File: config.mk
export PLATFORM = sky130hd
export DESIGN_NAME = go_back_n_arq_engine
export DESIGN_NICKNAME = d
export VERILOG_FILES = /design/src/hdl/gbn_pkg.sv /design/src/hdl/gbn_front.sv /design/src/hdl/gbn_cmd_fifo.sv /design/src/hdl/gbn_back.sv /design/src/hdl/go_back_n_arq_engine.sv
export SDC_FILE = /design/constraint.sdc
export NUM_CORES = 1
export LEC_CHECK = 0
export BUFFER_PORTS_ARGS = -buffer_cell sky130_fd_sc_hd__buf_2
export CAP_MARGIN = 20
export CORE_MARGIN = 1.5
export CORE_UTILIZATION = 54
export DETAILED_ROUTE_END_ITERATION = 16
export GPL_TIMING_DRIVEN = 1
export HOLD_SLACK_MARGIN = 0.06
export PLACE_DENSITY = 0.77
export SETUP_SLACK_MARGIN = 0.4
export SLEW_MARGIN = 20
export SYNTH_ARGS = -nofsm -noshare
export SYNTH_HDL_FRONTEND = slang
export SYNTH_SLANG_ARGS = --single-unit
File: constraint.sdc
create_clock -name i_clk -period 4.8 [get_ports i_clk]
set_input_delay 0.72 -clock i_clk [delete_from_list [all_inputs] [get_ports i_clk]]
set_output_delay 0.72 -clock i_clk [all_outputs]
set_load 0.01 [all_outputs]
File: src/hdl/gbn_pkg.sv
// Shared types, constants and slot arithmetic for the Go-Back-N engine.
package gbn_pkg;

    // Window and payload sizing; field widths are fixed by the transaction format.
    localparam int WINDOW_SLOTS    = 10;
    localparam int PAYLOAD_BYTES   = 256;
    localparam int SLOT_W          = 4;
    localparam int LEN_W           = 9;
    localparam int NUM_W           = 8;
    localparam int PERIOD_W        = 16;
    localparam int QLEN_W          = 8;
    localparam int CFG_INDEX_W     = 8;
    localparam int CFG_DATA_W      = 16;
    localparam int CMD_QUEUE_DEPTH = 2;

    // Protocol constants.
    localparam int MIN_FRAME_BYTES      = 5;
    localparam int FRAME_OVERHEAD_BYTES = 7;
    localparam int SEND_HEADER_BYTES    = 3;
    localparam int ACK_REPEAT           = 3;
    localparam int ACK_CNT_W            = $clog2(ACK_REPEAT);

    // Configuration register reset values and indexes.
    localparam logic [PERIOD_W-1:0]    DATA_TIMER_RESET      = PERIOD_W'(2000);
    localparam logic [QLEN_W-1:0]      QUEUE_LIMIT_RESET     = QLEN_W'(50);
    localparam logic [CFG_INDEX_W-1:0] CFG_DATA_TIMER_PERIOD = CFG_INDEX_W'(0);
    localparam logic [CFG_INDEX_W-1:0] CFG_QUEUE_LIMIT       = CFG_INDEX_W'(1);

    typedef logic [SLOT_W-1:0] t_slot;

    typedef enum logic [1:0] {
        OP_LINK_READY = 2'd0,
        OP_NEW_PACKET = 2'd1,
        OP_FRAME      = 2'd2,
        OP_TIMER      = 2'd3
    } t_op;

    typedef enum logic [1:0] {
        KIND_DATA  = 2'd0,
        KIND_ACK   = 2'd1,
        KIND_NAK   = 2'd2,
        KIND_OTHER = 2'd3
    } t_frame_kind;

    typedef enum logic [2:0] {
        ACT_NONE    = 3'd0,
        ACT_STORE   = 3'd1,
        ACT_SEND    = 3'd2,
        ACT_STOP    = 3'd3,
        ACT_ACK     = 3'd4,
        ACT_NAK     = 3'd5,
        ACT_DELIVER = 3'd6
    } t_action;

    // Classified event handed from the front end to the back end.
    typedef enum logic [2:0] {
        CMD_NONE       = 3'd0,
        CMD_LINK_READY = 3'd1,
        CMD_NEW_PACKET = 3'd2,
        CMD_NAK        = 3'd3,
        CMD_ACK_FRAME  = 3'd4,
        CMD_DATA_FRAME = 3'd5,
        CMD_REWIND     = 3'd6,
        CMD_TIMER_ACK  = 3'd7
    } t_cmd_kind;

    typedef enum logic [1:0] {
        BK_IDLE,
        BK_SEND,
        BK_REWIND,
        BK_DATA
    } t_back_state;

    typedef struct packed {
        t_op                 operation;
        logic [LEN_W-1:0]    packet_length;
        logic [QLEN_W-1:0]   queue_length;
        logic [LEN_W-1:0]    frame_length;
        logic                crc_ok;
        t_frame_kind         frame_kind;
        logic [NUM_W-1:0]    rx_ack_num;
        logic [NUM_W-1:0]    frame_seq;
        logic [NUM_W-1:0]    timer_id;
    } t_in_item;

    typedef struct packed {
        t_action             action;
        t_slot               slot;
        logic [NUM_W-1:0]    ack_number;
        logic [LEN_W-1:0]    data_length;
        logic [PERIOD_W-1:0] timer_period;
        logic                accept_packets;
        logic                last;
    } t_out_item;

    typedef struct packed {
        t_cmd_kind           kind;
        logic [NUM_W-1:0]    num;
        logic [LEN_W-1:0]    len;
        logic                send_now;
    } t_cmd;

    // Slot index plus one, modulo the window.
    function automatic t_slot next_slot(input t_slot p);
        return (p == SLOT_W'(WINDOW_SLOTS - 1)) ? '0 : p + 1'b1;
    endfunction

    // Slot index minus one, modulo the window.
    function automatic t_slot prev_slot(input t_slot p);
        return (p == '0) ? SLOT_W'(WINDOW_SLOTS - 1) : p - 1'b1;
    endfunction

    // Forward distance from b to a around the window.
    function automatic t_slot slot_dist(input t_slot a, input t_slot b);
        logic [SLOT_W:0] t;
        t = {1'b0, a} + (SLOT_W + 1)'(WINDOW_SLOTS) - {1'b0, b};
        if (t >= (SLOT_W + 1)'(WINDOW_SLOTS)) begin
            t = t - (SLOT_W + 1)'(WINDOW_SLOTS);
        end
        return t[SLOT_W-1:0];
    endfunction

endpackage

File: src/hdl/gbn_front.sv
// Front end: accepts event transactions and classifies them into commands.
module gbn_front (
    input  logic                          i_in_valid,
    output logic                          o_in_ready,
    input  gbn_pkg::t_in_item             i_in_data,
    input  logic [gbn_pkg::QLEN_W-1:0]    i_queue_limit,
    output logic                          o_push_valid,
    input  logic                          i_push_ready,
    output gbn_pkg::t_cmd                 o_push_cmd
);

    logic [gbn_pkg::LEN_W-1:0] plen_sat;
    logic [gbn_pkg::LEN_W-1:0] dlen_raw;
    logic [gbn_pkg::LEN_W-1:0] dlen_sat;
    logic                      frame_bad;

    // The queue decides acceptance; classification is purely combinational.
    assign o_in_ready   = i_push_ready;
    assign o_push_valid = i_in_valid;

    // Length saturation and frame sanity checks.
    always_comb begin
        plen_sat = (i_in_data.packet_length > gbn_pkg::LEN_W'(gbn_pkg::PAYLOAD_BYTES))
                 ? gbn_pkg::LEN_W'(gbn_pkg::PAYLOAD_BYTES) : i_in_data.packet_length;
        dlen_raw = (i_in_data.frame_length >= gbn_pkg::LEN_W'(gbn_pkg::FRAME_OVERHEAD_BYTES))
                 ? i_in_data.frame_length - gbn_pkg::LEN_W'(gbn_pkg::FRAME_OVERHEAD_BYTES)
                 : '0;
        dlen_sat = (dlen_raw > gbn_pkg::LEN_W'(gbn_pkg::PAYLOAD_BYTES))
                 ? gbn_pkg::LEN_W'(gbn_pkg::PAYLOAD_BYTES) : dlen_raw;
        frame_bad = (i_in_data.frame_length < gbn_pkg::LEN_W'(gbn_pkg::MIN_FRAME_BYTES))
                  || !i_in_data.crc_ok;
    end

    // Event decoder: everything that does not depend on engine state is settled here.
    always_comb begin
        o_push_cmd          = '0;
        o_push_cmd.kind     = gbn_pkg::CMD_NONE;
        unique case (i_in_data.operation)
            gbn_pkg::OP_LINK_READY: begin
                o_push_cmd.kind = gbn_pkg::CMD_LINK_READY;
            end
            gbn_pkg::OP_NEW_PACKET: begin
                o_push_cmd.kind     = gbn_pkg::CMD_NEW_PACKET;
                o_push_cmd.len      = plen_sat;
                o_push_cmd.send_now = i_in_data.queue_length < i_queue_limit;
            end
            gbn_pkg::OP_FRAME: begin
                if (frame_bad) begin
                    o_push_cmd.kind = gbn_pkg::CMD_NAK;
                end else begin
                    unique case (i_in_data.frame_kind)
                        gbn_pkg::KIND_DATA: begin
                            o_push_cmd.kind = gbn_pkg::CMD_DATA_FRAME;
                            o_push_cmd.num  = i_in_data.frame_seq;
                            o_push_cmd.len  = dlen_sat;
                        end
                        gbn_pkg::KIND_ACK: begin
                            o_push_cmd.kind = gbn_pkg::CMD_ACK_FRAME;
                            o_push_cmd.num  = i_in_data.rx_ack_num;
                        end
                        gbn_pkg::KIND_NAK: begin
                            o_push_cmd.kind = gbn_pkg::CMD_REWIND;
                        end
                        default: begin
                            o_push_cmd.kind = gbn_pkg::CMD_NONE;
                        end
                    endcase
                end
            end
            gbn_pkg::OP_TIMER: begin
                if (i_in_data.timer_id > gbn_pkg::NUM_W'(gbn_pkg::WINDOW_SLOTS)) begin
                    o_push_cmd.kind = gbn_pkg::CMD_TIMER_ACK;
                    o_push_cmd.num  = i_in_data.timer_id
                                    - gbn_pkg::NUM_W'(gbn_pkg::WINDOW_SLOTS);
                end else begin
                    o_push_cmd.kind = gbn_pkg::CMD_REWIND;
                end
            end
            default: begin
                o_push_cmd.kind = gbn_pkg::CMD_NONE;
            end
        endcase
    end

endmodule

File: src/hdl/gbn_cmd_fifo.sv
// Short command queue between the front end and the back end.
module gbn_cmd_fifo #(
    parameter int DEPTH = gbn_pkg::CMD_QUEUE_DEPTH
) (
    input  logic          i_clk,
    input  logic          i_rst_n,
    input  logic          i_push_valid,
    output logic          o_push_ready,
    input  gbn_pkg::t_cmd i_push_cmd,
    output logic          o_pop_valid,
    input  logic          i_pop_ready,
    output gbn_pkg::t_cmd o_pop_cmd
);

    localparam int PTR_W = (DEPTH > 1) ? $clog2(DEPTH) : 1;
    localparam int CNT_W = $clog2(DEPTH + 1);

    gbn_pkg::t_cmd    r_mem [DEPTH];
    logic [PTR_W-1:0] r_wr_ptr;
    logic [PTR_W-1:0] r_rd_ptr;
    logic [CNT_W-1:0] r_count;
    logic [PTR_W-1:0] n_wr_ptr;
    logic [PTR_W-1:0] n_rd_ptr;
    logic [CNT_W-1:0] n_count;
    logic             push;
    logic             pop;

    assign o_push_ready = r_count != CNT_W'(DEPTH);
    assign o_pop_valid  = r_count != '0;
    assign o_pop_cmd    = r_mem[r_rd_ptr];
    assign push         = i_push_valid && o_push_ready;
    assign pop          = o_pop_valid && i_pop_ready;

    // Pointer and fill-level bookkeeping.
    always_comb begin
        n_wr_ptr = r_wr_ptr;
        n_rd_ptr = r_rd_ptr;
        n_count  = r_count;
        if (push) begin
            n_wr_ptr = (r_wr_ptr == PTR_W'(DEPTH - 1)) ? '0 : r_wr_ptr + 1'b1;
        end
        if (pop) begin
            n_rd_ptr = (r_rd_ptr == PTR_W'(DEPTH - 1)) ? '0 : r_rd_ptr + 1'b1;
        end
        if (push && !pop) begin
            n_count = r_count + 1'b1;
        end else if (pop && !push) begin
            n_count = r_count - 1'b1;
        end
    end

    always_ff @(posedge i_clk) begin
        if (!i_rst_n) begin
            r_wr_ptr <= '0;
            r_rd_ptr <= '0;
            r_count  <= '0;
        end else begin
            r_wr_ptr <= n_wr_ptr;
            r_rd_ptr <= n_rd_ptr;
            r_count  <= n_count;
        end
    end

    // Queue storage.
    always_ff @(posedge i_clk) begin
        if (push) begin
            r_mem[r_wr_ptr] <= i_push_cmd;
        end
    end

endmodule

File: src/hdl/gbn_back.sv
// Back end: window state and the sequencer that emits action transactions.
module gbn_back (
    input  logic                          i_clk,
    input  logic                          i_rst_n,
    input  logic                          i_cmd_valid,
    output logic                          o_cmd_ready,
    input  gbn_pkg::t_cmd                 i_cmd,
    input  logic [gbn_pkg::PERIOD_W-1:0]  i_data_timer_period,
    output logic                          o_out_valid,
    input  logic                          i_out_ready,
    output gbn_pkg::t_out_item            o_out_data
);

    gbn_pkg::t_back_state               r_state;
    gbn_pkg::t_back_state               n_state;
    gbn_pkg::t_slot                     r_stp, n_stp;
    gbn_pkg::t_slot                     r_ou, n_ou;
    gbn_pkg::t_slot                     r_sp, n_sp;
    gbn_pkg::t_slot                     r_re, n_re;
    gbn_pkg::t_slot                     r_idx, n_idx;
    logic [gbn_pkg::ACK_CNT_W-1:0]      r_cnt, n_cnt;
    logic [gbn_pkg::NUM_W-1:0]          r_num, n_num;
    logic [gbn_pkg::LEN_W-1:0]          r_len, n_len;
    logic                               r_out_valid, n_out_valid;
    gbn_pkg::t_out_item                 r_out, n_out;
    logic [gbn_pkg::LEN_W-1:0]          r_slot_len [gbn_pkg::WINDOW_SLOTS];

    logic                               out_free;
    logic                               pop;
    logic                               window_open;
    logic                               send_ok;
    logic                               rewind_empty;
    logic                               ack_hit;
    logic                               ack_dup;
    logic                               data_hit;
    logic                               idx_last;
    logic                               emit;
    gbn_pkg::t_out_item                 item;
    logic                               slot_we;

    assign o_out_valid = r_out_valid;
    assign o_out_data  = r_out;
    assign o_cmd_ready = (r_state == gbn_pkg::BK_IDLE) && out_free;

    // Decisions shared by the next-state and output logic.
    always_comb begin
        out_free     = !r_out_valid || i_out_ready;
        pop          = (r_state == gbn_pkg::BK_IDLE) && i_cmd_valid && out_free;
        window_open  = gbn_pkg::next_slot(r_stp) != r_ou;
        send_ok      = gbn_pkg::slot_dist(r_sp, r_ou) < gbn_pkg::slot_dist(r_stp, r_ou);
        rewind_empty = r_ou == r_sp;
        ack_hit      = i_cmd.num == gbn_pkg::NUM_W'(r_ou);
        ack_dup      = i_cmd.num == gbn_pkg::NUM_W'(gbn_pkg::prev_slot(r_ou));
        data_hit     = i_cmd.num == gbn_pkg::NUM_W'(r_re);
        idx_last     = gbn_pkg::next_slot(r_idx) == r_sp;
    end

    // Next state.
    always_comb begin
        n_state = r_state;
        unique case (r_state)
            gbn_pkg::BK_IDLE: begin
                if (pop) begin
                    unique case (i_cmd.kind)
                        gbn_pkg::CMD_LINK_READY: begin
                            n_state = gbn_pkg::BK_SEND;
                        end
                        gbn_pkg::CMD_NEW_PACKET: begin
                            if (window_open && i_cmd.send_now) begin
                                n_state = gbn_pkg::BK_SEND;
                            end
                        end
                        gbn_pkg::CMD_ACK_FRAME: begin
                            if (!ack_hit && !ack_dup && !rewind_empty) begin
                                n_state = gbn_pkg::BK_REWIND;
                            end
                        end
                        gbn_pkg::CMD_DATA_FRAME: begin
                            if (data_hit) begin
                                n_state = gbn_pkg::BK_DATA;
                            end
                        end
                        gbn_pkg::CMD_REWIND: begin
                            if (!rewind_empty) begin
                                n_state = gbn_pkg::BK_REWIND;
                            end
                        end
                        default: begin
                            n_state = gbn_pkg::BK_IDLE;
                        end
                    endcase
                end
            end
            gbn_pkg::BK_SEND: begin
                if (out_free) begin
                    if (send_ok || rewind_empty) begin
                        n_state = gbn_pkg::BK_IDLE;
                    end else begin
                        n_state = gbn_pkg::BK_REWIND;
                    end
                end
            end
            gbn_pkg::BK_REWIND: begin
                if (out_free && idx_last) begin
                    n_state = gbn_pkg::BK_IDLE;
                end
            end
            gbn_pkg::BK_DATA: begin
                if (out_free && (r_cnt == '0)) begin
                    n_state = gbn_pkg::BK_IDLE;
                end
            end
            default: begin
                n_state = gbn_pkg::BK_IDLE;
            end
        endcase
    end

    // Outputs: the action to emit and the window updates that go with it.
    always_comb begin
        n_stp       = r_stp;
        n_ou        = r_ou;
        n_sp        = r_sp;
        n_re        = r_re;
        n_idx       = r_idx;
        n_cnt       = r_cnt;
        n_num       = r_num;
        n_len       = r_len;
        n_out_valid = r_out_valid && !i_out_ready;
        n_out       = r_out;
        emit        = 1'b0;
        slot_we     = 1'b0;
        item        = '0;
        item.action = gbn_pkg::ACT_NONE;
        item.last   = 1'b1;

        unique case (r_state)
            gbn_pkg::BK_IDLE: begin
                if (pop) begin
                    n_num = i_cmd.num;
                    n_len = i_cmd.len;
                    emit  = 1'b1;
                    unique case (i_cmd.kind)
                        gbn_pkg::CMD_LINK_READY: begin
                            emit = 1'b0;
                        end
                        gbn_pkg::CMD_NEW_PACKET: begin
                            if (window_open) begin
                                item.action      = gbn_pkg::ACT_STORE;
                                item.slot        = r_stp;
                                item.data_length = i_cmd.len;
                                item.last        = !i_cmd.send_now;
                                slot_we          = 1'b1;
                                n_stp            = gbn_pkg::next_slot(r_stp);
                            end
                        end
                        gbn_pkg::CMD_NAK: begin
                            item.action = gbn_pkg::ACT_NAK;
                        end
                        gbn_pkg::CMD_ACK_FRAME: begin
                            if (ack_hit) begin
                                if (!rewind_empty) begin
                                    item.action = gbn_pkg::ACT_STOP;
                                    item.slot   = r_ou;
                                    n_ou        = gbn_pkg::next_slot(r_ou);
                                end
                            end else if (!ack_dup && !rewind_empty) begin
                                emit  = 1'b0;
                                n_idx = r_ou;
                            end
                        end
                        gbn_pkg::CMD_DATA_FRAME: begin
                            if (data_hit) begin
                                item.action     = gbn_pkg::ACT_ACK;
                                item.ack_number = i_cmd.num;
                                item.last       = 1'b0;
                                n_cnt = gbn_pkg::ACK_CNT_W'(gbn_pkg::ACK_REPEAT - 1);
                            end
                        end
                        gbn_pkg::CMD_REWIND: begin
                            if (!rewind_empty) begin
                                emit  = 1'b0;
                                n_idx = r_ou;
                            end
                        end
                        gbn_pkg::CMD_TIMER_ACK: begin
                            item.action     = gbn_pkg::ACT_ACK;
                            item.ack_number = i_cmd.num;
                        end
                        default: begin
                            item.action = gbn_pkg::ACT_NONE;
                        end
                    endcase
                end
            end
            gbn_pkg::BK_SEND: begin
                if (out_free) begin
                    if (send_ok) begin
                        emit              = 1'b1;
                        item.action       = gbn_pkg::ACT_SEND;
                        item.slot         = r_sp;
                        item.data_length  = gbn_pkg::LEN_W'(gbn_pkg::SEND_HEADER_BYTES)
                                          + r_slot_len[r_sp];
                        item.timer_period = i_data_timer_period;
                        n_sp              = gbn_pkg::next_slot(r_sp);
                    end else if (rewind_empty) begin
                        emit = 1'b1;
                    end else begin
                        n_idx = r_ou;
                    end
                end
            end
            gbn_pkg::BK_REWIND: begin
                if (out_free) begin
                    emit        = 1'b1;
                    item.action = gbn_pkg::ACT_STOP;
                    item.slot   = r_idx;
                    item.last   = idx_last;
                    n_idx       = gbn_pkg::next_slot(r_idx);
                    if (idx_last) begin
                        n_sp = r_ou;
                    end
                end
            end
            gbn_pkg::BK_DATA: begin
                if (out_free) begin
                    emit = 1'b1;
                    if (r_cnt != '0) begin
                        item.action     = gbn_pkg::ACT_ACK;
                        item.ack_number = r_num;
                        item.last       = 1'b0;
                        n_cnt           = r_cnt - 1'b1;
                    end else begin
                        item.action      = gbn_pkg::ACT_DELIVER;
                        item.data_length = r_len;
                        n_re             = gbn_pkg::next_slot(r_re);
                    end
                end
            end
            default: begin
                emit = 1'b0;
            end
        endcase

        // Every action of an event reports the window state after the event.
        if (emit) begin
            item.accept_packets = gbn_pkg::next_slot(n_stp) != n_ou;
            n_out_valid         = 1'b1;
            n_out               = item;
        end
    end

    // Control registers.
    always_ff @(posedge i_clk) begin
        if (!i_rst_n) begin
            r_state     <= gbn_pkg::BK_IDLE;
            r_stp       <= '0;
            r_ou        <= '0;
            r_sp        <= '0;
            r_re        <= '0;
            r_out_valid <= 1'b0;
        end else begin
            r_state     <= n_state;
            r_stp       <= n_stp;
            r_ou        <= n_ou;
            r_sp        <= n_sp;
            r_re        <= n_re;
            r_out_valid <= n_out_valid;
        end
    end

    // Payload registers.
    always_ff @(posedge i_clk) begin
        r_idx <= n_idx;
        r_cnt <= n_cnt;
        r_num <= n_num;
        r_len <= n_len;
        r_out <= n_out;
    end

    // Stored payload length of each window slot.
    always_ff @(posedge i_clk) begin
        if (slot_we) begin
            r_slot_len[r_stp] <= i_cmd.len;
        end
    end

    // The send pointer never runs ahead of the store pointer.
    a_send_within_window: assert property (@(posedge i_clk) disable iff (!i_rst_n)
        gbn_pkg::slot_dist(r_sp, r_ou) <= gbn_pkg::slot_dist(r_stp, r_ou))
        else $error("send pointer left the window");

    // A rewind pass always has an unsent slot ahead of it.
    a_rewind_in_range: assert property (@(posedge i_clk) disable iff (!i_rst_n)
        (r_state == gbn_pkg::BK_REWIND) |-> (r_idx != r_sp))
        else $error("rewind index reached the send pointer");

    // An empty action only ever stands alone.
    a_none_is_last: assert property (@(posedge i_clk) disable iff (!i_rst_n)
        (r_out_valid && (r_out.action == gbn_pkg::ACT_NONE)) |-> r_out.last)
        else $error("empty action not marked last");

    // The window never fills past one free slot.
    a_window_not_overrun: assert property (@(posedge i_clk) disable iff (!i_rst_n)
        $past(r_stp != gbn_pkg::prev_slot(r_ou)) |-> (r_stp != r_ou) || (r_sp == r_ou))
        else $error("store pointer overran the window");

endmodule

File: src/hdl/go_back_n_arq_engine.sv
// Top level of the Go-Back-N ARQ control engine: configuration, front end, queue, back end.
//
// Each event transaction (link ready, new packet, received frame, timer expiry) is
// classified by the front end in the cycle it is accepted and placed in a short command
// queue, so new events are taken while the back end is still emitting actions. The back
// end emits one action transaction per cycle into an output register while that register
// is free. An event with a single store, ACK, NAK, stop or empty action emits it as it is
// decided; link ready first decides and then sends, a new packet with an immediate send
// is stored and then sent, an in-order data frame gives three ACKs and a delivery, and
// a window rewind first decides and then gives one stop per outstanding slot; a link
// ready that finds nothing to send decides once more before its rewind. The back-end
// sequencer is shared by all events.
// Configuration writes are taken at any time and must only be issued while the engine
// is idle.
module go_back_n_arq_engine #(
    parameter int CMD_DEPTH = gbn_pkg::CMD_QUEUE_DEPTH
) (
    input  logic                              i_clk,
    input  logic                              i_rst_n,
    input  logic                              i_in_valid,
    output logic                              o_in_ready,
    input  gbn_pkg::t_in_item                 i_in_data,
    output logic                              o_out_valid,
    input  logic                              i_out_ready,
    output gbn_pkg::t_out_item                o_out_data,
    input  logic                              i_cfg_valid,
    output logic                              o_cfg_ready,
    input  logic [gbn_pkg::CFG_INDEX_W-1:0]   i_cfg_index,
    input  logic [gbn_pkg::CFG_DATA_W-1:0]    i_cfg_data
);

    logic [gbn_pkg::PERIOD_W-1:0] r_data_timer_period;
    logic [gbn_pkg::QLEN_W-1:0]   r_queue_limit;
    logic                         push_valid;
    logic                         push_ready;
    gbn_pkg::t_cmd                push_cmd;
    logic                         pop_valid;
    logic                         pop_ready;
    gbn_pkg::t_cmd                pop_cmd;

    assign o_cfg_ready = 1'b1;

    // Configuration registers; writes to unknown indexes are dropped.
    always_ff @(posedge i_clk) begin
        if (!i_rst_n) begin
            r_data_timer_period <= gbn_pkg::DATA_TIMER_RESET;
            r_queue_limit       <= gbn_pkg::QUEUE_LIMIT_RESET;
        end else if (i_cfg_valid && o_cfg_ready) begin
            unique case (i_cfg_index)
                gbn_pkg::CFG_DATA_TIMER_PERIOD: begin
                    r_data_timer_period <= i_cfg_data[gbn_pkg::PERIOD_W-1:0];
                end
                gbn_pkg::CFG_QUEUE_LIMIT: begin
                    r_queue_limit <= i_cfg_data[gbn_pkg::QLEN_W-1:0];
                end
                default: begin
                    r_queue_limit <= r_queue_limit;
                end
            endcase
        end
    end

    // Event classification.
    gbn_front u_front (
        .i_in_valid    (i_in_valid),
        .o_in_ready    (o_in_ready),
        .i_in_data     (i_in_data),
        .i_queue_limit (r_queue_limit),
        .o_push_valid  (push_valid),
        .i_push_ready  (push_ready),
        .o_push_cmd    (push_cmd)
    );

    // Command queue.
    gbn_cmd_fifo #(
        .DEPTH (CMD_DEPTH)
    ) u_cmd_fifo (
        .i_clk        (i_clk),
        .i_rst_n      (i_rst_n),
        .i_push_valid (push_valid),
        .o_push_ready (push_ready),
        .i_push_cmd   (push_cmd),
        .o_pop_valid  (pop_valid),
        .i_pop_ready  (pop_ready),
        .o_pop_cmd    (pop_cmd)
    );

    // Window state and action sequencing.
    gbn_back u_back (
        .i_clk               (i_clk),
        .i_rst_n             (i_rst_n),
        .i_cmd_valid         (pop_valid),
        .o_cmd_ready         (pop_ready),
        .i_cmd               (pop_cmd),
        .i_data_timer_period (r_data_timer_period),
        .o_out_valid         (o_out_valid),
        .i_out_ready         (i_out_ready),
        .o_out_data          (o_out_data)
    );

endmodule
==> out/metrics.csv <==
stage,metric,value,unit
worst_setup_path,Crit path buffers/inverters,4,
cells_and_area,area of the multi-input gates,5340,um2
outcome,outcome,"finished, final reports clean",
run,number of maximum-capacitance violations,0,
floorplan,I/O pin cnt,129,
worst_setup_path,arrival time reported for the critical path endpoint,4.54,ns
placement,global placer's final weighted congestion,0.884,
synth,share of Yosys cell area claimed by the top area cell type,46.5,%
grt,overall routing resource usage,22.2,%
grt,first-pass GRT wire length,42.8,mm
grt,pin count of the biggest net entering global routing,49,
worst_setup_path,WS Path Type,flop to flop,
routing,number of vias after detailed routing,8687,
cells_and_area,Filler cells,1740,
grt,via count of the first global-routing pass,8256,
sta,worst relative slew slack,27.6,%
cells_and_area,Synth-to-Final Area Change,14.6,%
worst_setup_path,category of cells accounting for the largest share of critical-path delay,adder cells,
clock_tree,Root Buffer,sky130_fd_sc_hd__clkbuf_16,
floorplan,Std-Cell Core Area,22800,um2
synth,Synthesis Warnings,0,
pwr,leakage power total,5.39,nW
cells_and_area,Final Net Count,1305,
floorplan,Chip Height,156,um
sta,setup TNS,0,ns
synth,Post-synth EDFFs,197,
grt,GRT overflow,0,
floorplan,site row count,55,
synth,leading area contributor after synthesis,sky130_fd_sc_hd__edfxtp_1,
floorplan,Die Width,156,um
routing,Avg WL per Cell,18.0,um
synth,Synth cell types,83,
floorplan,die footprint,24500,um2
worst_setup_path,Worst setup EP type,flop,
sta,unrepaired setup endpoints after global routing,no,
clock_tree,maximum clock insertion buffer count,3,
routing,DRT Wirelength,27.2,mm
synth,Post-Syn Nets,1179,
synth,post-synthesis sequential area ratio,54.7,%
routing,number of nets with antenna violations after routing,0,
cells_and_area,final antenna diode count,0,
synth,Mean Syn Cell Area,12.1,um2
sta,"Hold Vio Cnt, Final",0,
hold_path,worst hold-check path type,input port to flop,
cells_and_area,Final Instance Count excl. Fillers,1509,
synth,cell types with the largest area share after synthesis,"sky130_fd_sc_hd__edfxtp_1, sky130_fd_sc_hd__dfxtp_1, sky130_fd_sc_hd__ha_1, sky130_fd_sc_hd__mux2i_1, sky130_fd_sc_hd__mux4_2",
placement,final HPWL from detailed placement,18.8,mm
sta,f_max,239,MHz
worst_setup_path,Startpoint Class,flop,
synth,"Primary FF master, synth",sky130_fd_sc_hd__edfxtp_1,
sta,skew final,0.0105,ns
routing,final routed DRC violation total,0,
sta,"Setup violations, final",0,
clock_tree,clock-pin slew of the registers on the worst-case setup and hold paths,0.06,ns
routing,First DRT Iteration DRCs,636,
clock_tree,number of hold-repair buffers added at the cts stage,0,
clock_tree,H-tree level count,1,
worst_setup_path,data required time of the worst path,5.16,ns
sta,final clock period utilization by the worst path,87.2,%
worst_setup_path,slack of the worst reg-to-reg path,0.61,ns
pwr,worst-case vdd ir drop,0.295,mV
worst_setup_path,delay of the slowest cell on the worst path,0.52,ns
sta,pin slew with the least headroom to its limit,1.08,ns
synth,"flops & latches, synth",249,
clock_tree,TritonCTS clock tree,done,
clock_tree,clock network latency to the later pin of the worst-skew pair,0.52,ns
floorplan,initial cell density of the core,55.7,%
worst_setup_path,cell with the largest stage delay on the worst path,sky130_fd_sc_hd__fa_1,
grt,number of antenna violations at the first check in global routing,0,
routing,number of iterations in the first detailed-routing pass,6,
synth,fraction of registers with async set/reset,0,%
placement,placed cell count,1459,
worst_setup_path,most frequent CP cell,sky130_fd_sc_hd__ha_1,
clock_tree,total clock sinks,249,
synth,synthesized netlist cell count,1051,
cells_and_area,Reg area,6960,um2
worst_setup_path,largest driver fanout on the critical path,29,
placement,number of input and output port buffers inserted,127,
routing,via-per-instance ratio,5.76,
synth,Mapped Area,12700,um2
cells_and_area,fraction of final layout cells sized beyond drive strength 1,21.5,%
sta,Pins Over Slew Limit,0,
clock_tree,number of buffers inserted during clock tree synthesis,25,
pwr,cell area power density,474,nW/um2
pwr,overall power after layout,6.91,mW
sta,"Min Clock Period, post-route",4.19,ns
worst_setup_path,ordered list of cells on the worst path,"inv_1, ha_1, inv_1, ha_1, inv_1, fa_1, ha_1, nand2_1, nand2_1, o21ai_0, a21oi_2, mux2_2, ha_1, a21o_1, a21oi_4, nand2_1, nor2_1, buf_4, a222oi_1, nor2_1",
## kinds of logic (layout without fill, tap and decap cells)
kind of cell / Yosys count / in the layout / synth area share (%)
and+or+nand+nor: 300 / 300 / 12.8
AOI/OAI and AO/OA: 204 / 204 / 11.4
muxes: 89 / 89 / 9.02
buffers and inverters: 111 / 256 / 3.75
other: 1 / 1 / 0.0295
DFF: 249 / 249 / 54.7
xor gates and xnor gates: 53 / 53 / 3.91
adders and majority gates: 44 / 44 / 4.45
## what timing repair did
item	in CTS	in global routing
setup endpoints to repair	0	80
resized for setup	0	9
buffers inserted	0	4
## synthesized netlist by cell type, drive strengths merged (10+ instances only)
cell type	n
mux4	18
a21o	10
nor2	56
ha	42
xor2	14
edfxtp	197
nor4	10
a22oi	24
clkbuf	33
nor3	16
dfxtp	52
a222oi	10
mux2	19
inv	57
mux2i	52
nand2	62
buf	20
nor2b	52
o21ai	47
a21oi	44
and2	29
nand3	13
xnor2	38
## metal layers
metal,GRT usage (%),wire length (um)
met2,36.8,12900
met3,2.99,1740
met1,30.9,12100
met5,0,0
met4,6.12,475
## cell type report
| class | instances | area share, % |
|---|---|---|
| inverter | 58 | 1.49 |
| clock buffer | 33 | 4.70 |
| tap | 313 | 2.69 |
| timing repair buffer | 152 | 5.76 |
| clock inverter | 13 | 0.987 |
| sequential | 249 | 47.7 |
| multi-input combinational | 691 | 36.6 |
## cells in the final DEF (no fill, tap or decap), drive strengths merged, types with 4 or more instances in the layout
cell type / instances
a222oi: 10
a21oi: 44
a22oi: 24
mux2: 19
mux2i: 52
or3: 6
xnor2: 38
nand4: 4
nor2: 56
nand3: 13
inv: 58
nand2: 62
a21o: 10
o211ai: 4
xor2: 14
a21boi: 7
nor2b: 52
a22o: 9
clkbuf: 33
a32oi: 4
nand2b: 9
nor3: 16
nor4: 10
and4: 4
nor4b: 4
and3: 8
nor3b: 9
dfxtp: 52
ha: 42
a211oi: 8
clkinv: 9
and2: 29
a31oi: 7
nand4b: 5
mux4: 18
a311oi: 4
buf: 152
edfxtp: 197
o21ai: 47
## metrics by stage
stage	utilization (%)	setup WS (ns)	hold slack [ns]	cell area (um2)
final	63.8	0.614	0.421	14600
after global routing	63.8	0.347	0.425	14600
after CTS	63.5	0.409	0.406	14500
after detailed placement	59.9	0.435	0.454	13700
after global placement	59.8	0.613	0.443	13700
after floorplan	-	0.493	0.433	12700
## where the power goes
group	leakage, nW	switching [mW]	internal [mW]
Clock	0.402	0.782	1.16
Sequential	2.26	0.172	2.88
Combinational	2.72	1.21	0.704
## sequential cells by signal, indices dropped and copies added (netlist names), 8 cells and up, named ones only
signal / flops
r_data_timer_period: 16
r_queue_limit: 8
u_back.o_out_data: 42
u_back.r_len: 9
u_back.r_num: 8
u_back.r_slot_len: 90
u_cmd_fifo.r_mem: 42
## worst paths after layout
path,start,endpoint,cells after the start
max,u_back.r_stp[1],u_back.o_out_data[21],20
min,i_cfg_data[8],r_data_timer_period[8],3
max reg2reg,u_back.r_stp[1],u_back.o_out_data[21],20
min reg2reg,r_data_timer_period[8],r_data_timer_period[8],2
## tightest hold or removal path: cells and delay by family
kind | cells | cell delay [ns]
buf+inv | 1 | 0.08
simple gates | 1 | 0.06
mux | 1 | 0.05
Power figures use the tool's default switching activity.
